==> src/sv/ksrs_pkg.sv <==
// ----------------------------------------------------------------------------
// ksrs_pkg - shared definitions for the keyed SplitMix64 random stream
// Constants of the SplitMix64 finaliser, the pre-mixed tags, the controller
// state encoding and the command/status bundles between control and datapath.
// ----------------------------------------------------------------------------
package ksrs_pkg;

    // SplitMix64 constants
    localparam logic [63:0] GOLDEN_GAMMA = 64'h9e3779b97f4a7c15;
    localparam logic [63:0] MIX_MUL_A    = 64'hbf58476d1ce4e5b9;
    localparam logic [63:0] MIX_MUL_B    = 64'h94d049bb133111eb;
    localparam logic [63:0] STREAM_TAG   = 64'h534550524e474b59;

    // Field widths of the stream items
    localparam int WORD_W    = 64;
    localparam int UNI_W     = 53;
    localparam int UNI_SHIFT = WORD_W - UNI_W;
    localparam int KEY_NUM   = 4;

    // Finaliser evaluated at elaboration only, to fold the fixed tags
    function automatic logic [63:0] mix64_const(input logic [63:0] v);
        logic [63:0] x;
        begin
            x = v + GOLDEN_GAMMA;
            x = (x ^ (x >> 30)) * MIX_MUL_A;
            x = (x ^ (x >> 27)) * MIX_MUL_B;
            return x ^ (x >> 31);
        end
    endfunction

    // Stream state after reset, and key working state at the start of every key item
    localparam logic [63:0] MIX_TAG = mix64_const(STREAM_TAG);

    // Mixed key-field tags 1..4, indexed from 0
    localparam logic [63:0] MIX_KEY [KEY_NUM] = '{
        mix64_const(64'd1), mix64_const(64'd2),
        mix64_const(64'd3), mix64_const(64'd4)
    };

    // Controller states, one-hot
    typedef enum logic [10:0] {
        ST_IDLE = 11'b000_0000_0001,
        ST_ADV  = 11'b000_0000_0010,
        ST_LOAD = 11'b000_0000_0100,
        ST_MA0  = 11'b000_0000_1000,
        ST_MA1  = 11'b000_0001_0000,
        ST_MA2  = 11'b000_0010_0000,
        ST_X27  = 11'b000_0100_0000,
        ST_MB0  = 11'b000_1000_0000,
        ST_MB1  = 11'b001_0000_0000,
        ST_MB2  = 11'b010_0000_0000,
        ST_FIN  = 11'b100_0000_0000
    } ksrs_state_t;

    // Which value enters the mix unit (also the current phase of an item)
    typedef enum logic [1:0] {
        SRC_FIELD  = 2'd0,
        SRC_ABSORB = 2'd1,
        SRC_DRAW   = 2'd2
    } ksrs_src_t;

    // Partial product selected for the shared 32x32 multiplier
    typedef enum logic [1:0] {
        PART_LO = 2'd0,
        PART_HX = 2'd1,
        PART_HC = 2'd2
    } ksrs_part_t;

    typedef struct packed {
        logic       capture;
        logic       key_init;
        logic       advance;
        logic       load;
        ksrs_src_t  src;
        logic [1:0] key_idx;
        logic       mul_en;
        logic       mul_b;
        ksrs_part_t part;
        logic       xs27;
        logic       fin_fld;
        logic       fin_kst;
        logic       fin_state;
        logic       fin_out;
    } ksrs_cmd_t;

    typedef struct packed {
        logic out_free;
    } ksrs_sts_t;

endpackage

==> src/sv/keyed_splitmix_random_stream.sv <==
// ----------------------------------------------------------------------------
// keyed_splitmix_random_stream - keyed SplitMix64 random stream
// Key items set up a stream from seed, particle, operator and event ids;
// draw items return the next 64-bit value and its top 53 bits.
// ----------------------------------------------------------------------------
// A key item (s_tuser = 0) rebuilds the stream state from the seed register
// and the three ids and returns nothing; it occupies the block from its
// acceptance through eight SplitMix64 mixes. A draw item (s_tuser = 1)
// advances the state, mixes it and loads its result into the output
// register once that register is free, and the block takes the next item
// in the cycle after that load. The single 32x32 multiplier forms each
// 64-bit product as three partial products, one per cycle, with two products
// per mix. One item is in work at a time; a finished draw waits in the output
// register while the next item is accepted. A seed write takes effect at the
// next key item. After reset the block draws from the state that the fixed
// stream tag gives.
module keyed_splitmix_random_stream (
    input  logic         aclk,
    input  logic         aresetn,
    input  logic         cfg_we,
    input  logic [63:0]  cfg_wdata,     // campaign_seed
    input  logic         s_tvalid,
    output logic         s_tready,
    input  logic [191:0] s_tdata,       // particle_id, operator_id, event_index
    input  logic [0:0]   s_tuser,       // op
    output logic         m_tvalid,
    input  logic         m_tready,
    output logic [119:0] m_tdata        // draw, uniform_bits, zero padding
);
    import ksrs_pkg::*;

    ksrs_cmd_t cmd;
    ksrs_sts_t sts;

    // Sequencer
    ksrs_ctrl u_ctrl (
        .aclk     (aclk),
        .aresetn  (aresetn),
        .s_tvalid (s_tvalid),
        .s_op     (s_tuser[0]),
        .s_tready (s_tready),
        .sts      (sts),
        .cmd      (cmd)
    );

    // Datapath
    ksrs_dpath u_dpath (
        .aclk      (aclk),
        .aresetn   (aresetn),
        .cfg_we    (cfg_we),
        .cfg_wdata (cfg_wdata),
        .s_tdata   (s_tdata),
        .m_tvalid  (m_tvalid),
        .m_tready  (m_tready),
        .m_tdata   (m_tdata),
        .cmd       (cmd),
        .sts       (sts)
    );

endmodule

==> src/sv/ksrs_ctrl.sv <==
// ----------------------------------------------------------------------------
// ksrs_ctrl - sequencer of the keyed SplitMix64 random stream
// Walks each mix through load, three partial products per multiply and the
// final xor-shift, and chains the eight mixes of a key item.
// ----------------------------------------------------------------------------
module ksrs_ctrl (
    input  logic                  aclk,
    input  logic                  aresetn,
    input  logic                  s_tvalid,
    input  logic                  s_op,
    output logic                  s_tready,
    input  ksrs_pkg::ksrs_sts_t   sts,
    output ksrs_pkg::ksrs_cmd_t   cmd
);
    import ksrs_pkg::*;

    ksrs_state_t state_reg, state_next;
    ksrs_src_t   phase_reg, phase_next;
    logic [1:0]  k_reg, k_next;

    assign s_tready = (state_reg == ST_IDLE);

    // Next state and commands
    always_comb begin
        state_next    = state_reg;
        phase_next    = phase_reg;
        k_next        = k_reg;
        cmd           = '0;
        cmd.src       = phase_reg;
        cmd.key_idx   = k_reg;
        cmd.part      = PART_LO;
        unique case (state_reg)
            ST_IDLE: begin
                if (s_tvalid) begin
                    cmd.capture = 1'b1;
                    if (s_op) begin
                        phase_next = SRC_DRAW;
                        state_next = ST_ADV;
                    end else begin
                        cmd.key_init = 1'b1;
                        k_next       = 2'd0;
                        phase_next   = SRC_FIELD;
                        state_next   = ST_LOAD;
                    end
                end
            end
            ST_ADV: begin
                cmd.advance = 1'b1;
                state_next  = ST_LOAD;
            end
            ST_LOAD: begin
                cmd.load   = 1'b1;
                state_next = ST_MA0;
            end
            ST_MA0: begin
                cmd.mul_en = 1'b1;
                cmd.part   = PART_LO;
                state_next = ST_MA1;
            end
            ST_MA1: begin
                cmd.mul_en = 1'b1;
                cmd.part   = PART_HX;
                state_next = ST_MA2;
            end
            ST_MA2: begin
                cmd.mul_en = 1'b1;
                cmd.part   = PART_HC;
                state_next = ST_X27;
            end
            ST_X27: begin
                cmd.xs27   = 1'b1;
                state_next = ST_MB0;
            end
            ST_MB0: begin
                cmd.mul_en = 1'b1;
                cmd.mul_b  = 1'b1;
                cmd.part   = PART_LO;
                state_next = ST_MB1;
            end
            ST_MB1: begin
                cmd.mul_en = 1'b1;
                cmd.mul_b  = 1'b1;
                cmd.part   = PART_HX;
                state_next = ST_MB2;
            end
            ST_MB2: begin
                cmd.mul_en = 1'b1;
                cmd.mul_b  = 1'b1;
                cmd.part   = PART_HC;
                state_next = ST_FIN;
            end
            ST_FIN: begin
                case (phase_reg)
                    SRC_DRAW: begin
                        // hold the result until the output register is free
                        if (sts.out_free) begin
                            cmd.fin_out = 1'b1;
                            state_next  = ST_IDLE;
                        end
                    end
                    SRC_FIELD: begin
                        cmd.fin_fld = 1'b1;
                        phase_next  = SRC_ABSORB;
                        state_next  = ST_LOAD;
                    end
                    SRC_ABSORB: begin
                        cmd.fin_kst = 1'b1;
                        if (k_reg == 2'd3) begin
                            cmd.fin_state = 1'b1;
                            state_next    = ST_IDLE;
                        end else begin
                            k_next     = k_reg + 2'd1;
                            phase_next = SRC_FIELD;
                            state_next = ST_LOAD;
                        end
                    end
                    default: begin
                        state_next = ST_IDLE;
                    end
                endcase
            end
            default: begin
                state_next = ST_IDLE;
            end
        endcase
    end

    // Control registers
    always_ff @(posedge aclk) begin
        if (!aresetn) begin
            state_reg <= ST_IDLE;
            phase_reg <= SRC_DRAW;
            k_reg     <= 2'd0;
        end else begin
            state_reg <= state_next;
            phase_reg <= phase_next;
            k_reg     <= k_next;
        end
    end

endmodule

==> src/sv/ksrs_dpath.sv <==
// ----------------------------------------------------------------------------
// ksrs_dpath - datapath of the keyed SplitMix64 random stream
// Holds seed, key fields, stream state and the mix work registers; one
// shared 32x32 multiplier builds each 64-bit product from three partials.
// ----------------------------------------------------------------------------
module ksrs_dpath (
    input  logic                  aclk,
    input  logic                  aresetn,
    input  logic                  cfg_we,
    input  logic [63:0]           cfg_wdata,
    input  logic [191:0]          s_tdata,
    output logic                  m_tvalid,
    input  logic                  m_tready,
    output logic [119:0]          m_tdata,
    input  ksrs_pkg::ksrs_cmd_t   cmd,
    output ksrs_pkg::ksrs_sts_t   sts
);
    import ksrs_pkg::*;

    logic [63:0] seed_reg;
    logic [63:0] part_id_reg, oper_id_reg, event_idx_reg;
    logic [63:0] state_reg;
    logic [63:0] kst_reg;
    logic [63:0] fld_reg;
    logic [63:0] x_reg;
    logic [63:0] acc_reg;
    logic [63:0] draw_reg;
    logic        m_tvalid_reg;

    logic [63:0] src_val;
    logic [63:0] pre_mix;
    logic [63:0] mul_c;
    logic [31:0] mul_a, mul_b;
    logic [63:0] prod;
    logic [63:0] fin_r;

    // Select the value entering the mix
    always_comb begin
        case (cmd.src)
            SRC_FIELD: begin
                case (cmd.key_idx)
                    2'd0:    src_val = seed_reg;
                    2'd1:    src_val = part_id_reg;
                    2'd2:    src_val = oper_id_reg;
                    default: src_val = event_idx_reg;
                endcase
            end
            SRC_ABSORB: src_val = kst_reg ^ MIX_KEY[cmd.key_idx] ^ fld_reg;
            SRC_DRAW:   src_val = state_reg;
            default:    src_val = '0;
        endcase
    end

    // Add the increment and apply the first xor-shift
    logic [63:0] pre_sum;
    assign pre_sum = src_val + GOLDEN_GAMMA;
    assign pre_mix = pre_sum ^ (pre_sum >> 30);

    // Shared multiplier operands
    assign mul_c = cmd.mul_b ? MIX_MUL_B : MIX_MUL_A;
    always_comb begin
        case (cmd.part)
            PART_HX: begin
                mul_a = x_reg[63:32];
                mul_b = mul_c[31:0];
            end
            PART_HC: begin
                mul_a = x_reg[31:0];
                mul_b = mul_c[63:32];
            end
            default: begin
                mul_a = x_reg[31:0];
                mul_b = mul_c[31:0];
            end
        endcase
    end
    assign prod = 64'(mul_a) * 64'(mul_b);

    // Final xor-shift of the mix
    assign fin_r = acc_reg ^ (acc_reg >> 31);

    // Seed register
    always_ff @(posedge aclk) begin
        if (!aresetn) begin
            seed_reg <= '0;
        end else if (cfg_we) begin
            seed_reg <= cfg_wdata;
        end
    end

    // Capture key fields of an accepted item
    always_ff @(posedge aclk) begin
        if (cmd.capture) begin
            part_id_reg   <= s_tdata[63:0];
            oper_id_reg   <= s_tdata[127:64];
            event_idx_reg <= s_tdata[191:128];
        end
    end

    // Stream state: advance on draw, replace at the end of a key item
    always_ff @(posedge aclk) begin
        if (!aresetn) begin
            state_reg <= MIX_TAG;
        end else if (cmd.advance) begin
            state_reg <= state_reg + GOLDEN_GAMMA;
        end else if (cmd.fin_state) begin
            state_reg <= fin_r;
        end
    end

    // Key working state and mixed field
    always_ff @(posedge aclk) begin
        if (cmd.key_init) begin
            kst_reg <= MIX_TAG;
        end else if (cmd.fin_kst) begin
            kst_reg <= fin_r;
        end
        if (cmd.fin_fld) begin
            fld_reg <= fin_r;
        end
    end

    // Mix operand and product accumulator
    always_ff @(posedge aclk) begin
        if (cmd.load) begin
            x_reg <= pre_mix;
        end else if (cmd.xs27) begin
            x_reg <= acc_reg ^ (acc_reg >> 27);
        end
        if (cmd.mul_en) begin
            if (cmd.part == PART_LO) begin
                acc_reg <= prod;
            end else begin
                acc_reg[63:32] <= acc_reg[63:32] + prod[31:0];
            end
        end
    end

    // Output register
    always_ff @(posedge aclk) begin
        if (!aresetn) begin
            m_tvalid_reg <= 1'b0;
        end else if (cmd.fin_out) begin
            m_tvalid_reg <= 1'b1;
        end else if (m_tready) begin
            m_tvalid_reg <= 1'b0;
        end
    end
    always_ff @(posedge aclk) begin
        if (cmd.fin_out) begin
            draw_reg <= fin_r;
        end
    end

    assign sts.out_free = !m_tvalid_reg || m_tready;
    assign m_tvalid     = m_tvalid_reg;
    assign m_tdata      = {3'd0, draw_reg[WORD_W-1:UNI_SHIFT], draw_reg};

endmodule

==> config.mk <==
export PLATFORM = sky130hd
export DESIGN_NAME = keyed_splitmix_random_stream
export DESIGN_NICKNAME = d
export VERILOG_FILES = /design/src/sv/ksrs_pkg.sv /design/src/sv/keyed_splitmix_random_stream.sv /design/src/sv/ksrs_ctrl.sv /design/src/sv/ksrs_dpath.sv
export SDC_FILE = /design/constraint.sdc
export NUM_CORES = 2
export LEC_CHECK = 0
export BUFFER_PORTS_ARGS = -buffer_cell sky130_fd_sc_hd__buf_2
export CORE_MARGIN = 5
export CORE_UTILIZATION = 55
export CTS_CLUSTER_DIAMETER = 200
export DETAILED_ROUTE_END_ITERATION = 8
export PLACE_DENSITY = 0.73
export RECOVER_POWER = 50
export SYNTH_ARGS = -nofsm -noshare
export SYNTH_HDL_FRONTEND = slang
export SYNTH_HIERARCHICAL = 1
export SYNTH_SLANG_ARGS = --single-unit
==> constraint.sdc <==
create_clock -name aclk -period 18.8 [get_ports aclk]
set_input_delay 0.94 -clock aclk [delete_from_list [all_inputs] [get_ports aclk]]
set_output_delay 0.94 -clock aclk [all_outputs]
set_load 0.05 [all_outputs]
==> qor.yml <==
worst_setup_path:
  worst_path_most_repeated_cell: "fa_1"
  crit_buf_inv: 6
  worstPathRequired_ns: 19.14
  cpPeakStageDelay_ns: 2.25
  critPathLaunch: "u_ctrl/state_reg[4]$_SDFFE_PN0P_"
  reg2reg_depth: 36
  endpoint_kind: "flip-flop"
  start_kind: "flip-flop"
  crit_fanout: 57
  worst-setup-path-type: "flip-flop to flip-flop"
  r2r-end: "u_dpath/acc_reg[63]$_DFFE_PP_"
  critical-path-top-delay-family: "adder cells"
  rr_startpoint: "u_ctrl/state_reg[4]$_SDFFE_PN0P_"
  critPathArrivalTime_ns: 15.16
  r2r_slack_ns: 3.98
  crit_slowest_cell: "clkbuf_1"
detailed_routing:
  wl_per_cell_um: 28.31
  drc_errors: 0
  antenna_left: 0
  vias: 46540
  first_pass_iters: 9
  drt_iter0_markers: 5589
  via_per_inst: 6.048
  routed_wirelength_um: 217900
die:
  io_pins: 384
  start_util_pct: 55.33
  fp.dieW_um: 343.7
  die_y_um: 343.7
  design.die.area_um2: 118100
  core-area_um2: 110700
  fp-row-count: 122
timing:
  skew_ns: 0.06907
  setup_tns_ns: 0
  drv_slew: 445
  clock.fmax_mhz: 67.47
  setup_viol: 0
  timing.hold.ws_ns: 0.4451
  finalHoldViolCount: 0
  slew_headroom_pct: -228.6
  rsz0062_at_grt: "no"
  tightestPinTransition_ns: 4.902
  layout_min_cycle_time_ns: 14.82
  finalCritPeriodShare_pct: 78.83
placement:
  portBuffers: 380
  dp_hpwl_um: 179400
  placed_cells: 7565
  gp_congestion: 1.064
  dpl-instance-area_um2: 64260
synth:
  syn-cell-area_um2: 61230
  ys_top_cells_by_area: "fa_1 (27%), edfxtp_1 (22%), ha_1 (7.7%)"
  synth_edf_count: 448
  avgSynthCellArea_um2: 10.36
  yosysUniqueCellTypes: 103
  synth_top_area_share_pct: 26.68
  yosysWarnings: 6
  syn_inst: 5911
  ys_ff_latch: 656
  async_flop_share_pct: 0
  synth_top_area_cell: "fa_1"
  synth-seq-area-share_pct: 28.77
  synth_flop_cell: "edfxtp_1"
min_path:
  min_path_type: "input port to flip-flop"
  holdPathStages: 1
  min_from: "s_tdata[0]"
  worstHoldEndpoint: "u_dpath/part_id_reg[0]$_DFFE_PP_"
clock_network:
  clockBufferDepth: 3
  cts_tree: "done"
  holdBufCountCts: 0
  post_cts_resized: 0
  clkLatencyLatePin_ns: 0.67
  clk_pin_slew_ns: 0.07
  cts_buffers: 68
  clkSinkCount: 656
  cts_root_buf: "clkbuf_16"
  cts_setup_buffers: 0
  cts_htree_levels: 3
grt:
  grt_pass1_vias: 48060
  track_usage_pct: 37.04
  grt_pass1_wl_um: 319900
  antenna_found_initial: 9
  grt_max_degree: 115
  overflow: 0
final_layout:
  fin_cells: 7695
  multi_input_area_um2: 38390
  nets: 7601
  design_area_um2: 66460
  regArea_um2: 17620
  fillers: 9390
  drive_gt1_share_pct: 8.640
  area_growth_pct: 8.548
run_status:
  status: "finished with violations"
  violations: "max-capacitance violations, max-slew violations"
flow_run:
  drv_cap: 9
==> worst max path at each step <==
| stage | to | slack [ns] | cells past startpoint |
|---|---|---|---|
| after floorplan | u_dpath/acc_reg[62]$_DFFE_PP_ | 7.75 | 39 |
| after global placement | u_dpath/acc_reg[62]$_DFFE_PP_ | 5.54 | 40 |
| after detailed placement | u_dpath/acc_reg[62]$_DFFE_PP_ | 5.44 | 40 |
| after CTS | u_dpath/acc_reg[62]$_DFFE_PP_ | 5.30 | 40 |
| after global routing | u_dpath/acc_reg[63]$_DFFE_PP_ | 3.51 | 36 |
| final | u_dpath/acc_reg[63]$_DFFE_PP_ | 3.98 | 36 |
==> synth_stat cells (all sizes together) (16+ instances only) <==
cell type,count
a211o,36
a211oi,36
a21o,59
a21oi,231
a221oi,42
a222oi,76
a22oi,26
a31oi,26
and2,46
and3,31
buf,131
clkbuf,159
dfxtp,208
edfxtp,448
fa,816
ha,375
inv,1035
mux2,32
mux2i,112
nand2,349
nand2b,48
nand3,49
nand4,31
nor2,497
nor2b,61
nor3,52
o21a,24
o21ai,237
o21bai,27
o22ai,21
o31ai,16
or2,31
or3,19
xnor2,207
xor2,129
==> per-stage QoR <==
step | utilization, % | setup slack (ns)
2_1_floorplan | - | 7.749
3_3_place_gp | 58.06 | 5.538
3_5_place_dp | 58.06 | 5.442
4_1_cts | 60.25 | 5.296
5_1_grt | 60.05 | 3.512
6_report | 60.06 | 3.979
==> cell type report <==
class | count | area share [%]
repair buffers | 455 | 3.419
well taps | 1488 | 2.801
multi-input cells | 3929 | 57.76
flip-flops and latches | 656 | 26.51
clock inverters | 43 | 0.9507
diodes | 3 | 0.01130
inverters | 1038 | 5.866
clock buffers | 83 | 2.690
==> worst register-to-register path, delay by kind of cell, from the launching register on <==
kind,cells,cell delay (ns)
xor+xnor,2,0.52
buf+inv,6,2.86
simple gates,7,3.22
compound gates,10,3.31
flops,1,0.36
mux,1,0.10
fa+ha+maj,10,4.17
==> placed cells by master, fill, tap and decap left out, types with 12 or more instances in the layout <==
cell type,count
nand3_1,46
buf_2,244
a211o_1,36
nor2b_1,56
a222oi_1,76
and2_1,45
nand4_1,31
a22oi_1,26
nor2_1,492
dfxtp_1,208
nor3_1,50
o21a_1,24
and3_1,31
buf_4,69
nand2b_1,47
a221oi_1,41
or2_2,30
o21ai_1,25
edfxtp_1,448
clkbuf_16,68
a31oi_1,26
mux2_2,32
a21o_1,59
o31ai_1,15
xnor3_1,12
or3_1,17
o22ai_1,21
a211oi_1,35
clkbuf_1,154
a21oi_1,229
fa_1,816
o21bai_1,27
nand2_1,348
inv_1,1030
ha_1,371
xor2_1,128
mux2i_1,108
xnor2_1,207
o21ai_0,210
==> cells by family after synthesis <==
| kind of cell | after synthesis | share of synthesized area [%] |
|---|---|---|
| mux | 144 | 2.420 |
| compound gates | 975 | 10.79 |
| simple gates | 1265 | 9.545 |
| other cells | 1 | 0.006125 |
| flops | 656 | 28.77 |
| fa+ha+maj | 1191 | 34.34 |
| xor+xnor | 351 | 5.376 |
| buf+inv | 1328 | 8.752 |
==> metal layers <==
layer  global-route usage (%)  wire (µm)
met2                    59.98     101500
met5                        0         41
met4                    17.85      13250
met3                    7.499      20400
met1                    48.07      82690
Power is not shown: default switching activity piles up to over one toggle a cycle in this logic, so the estimate is an artifact.
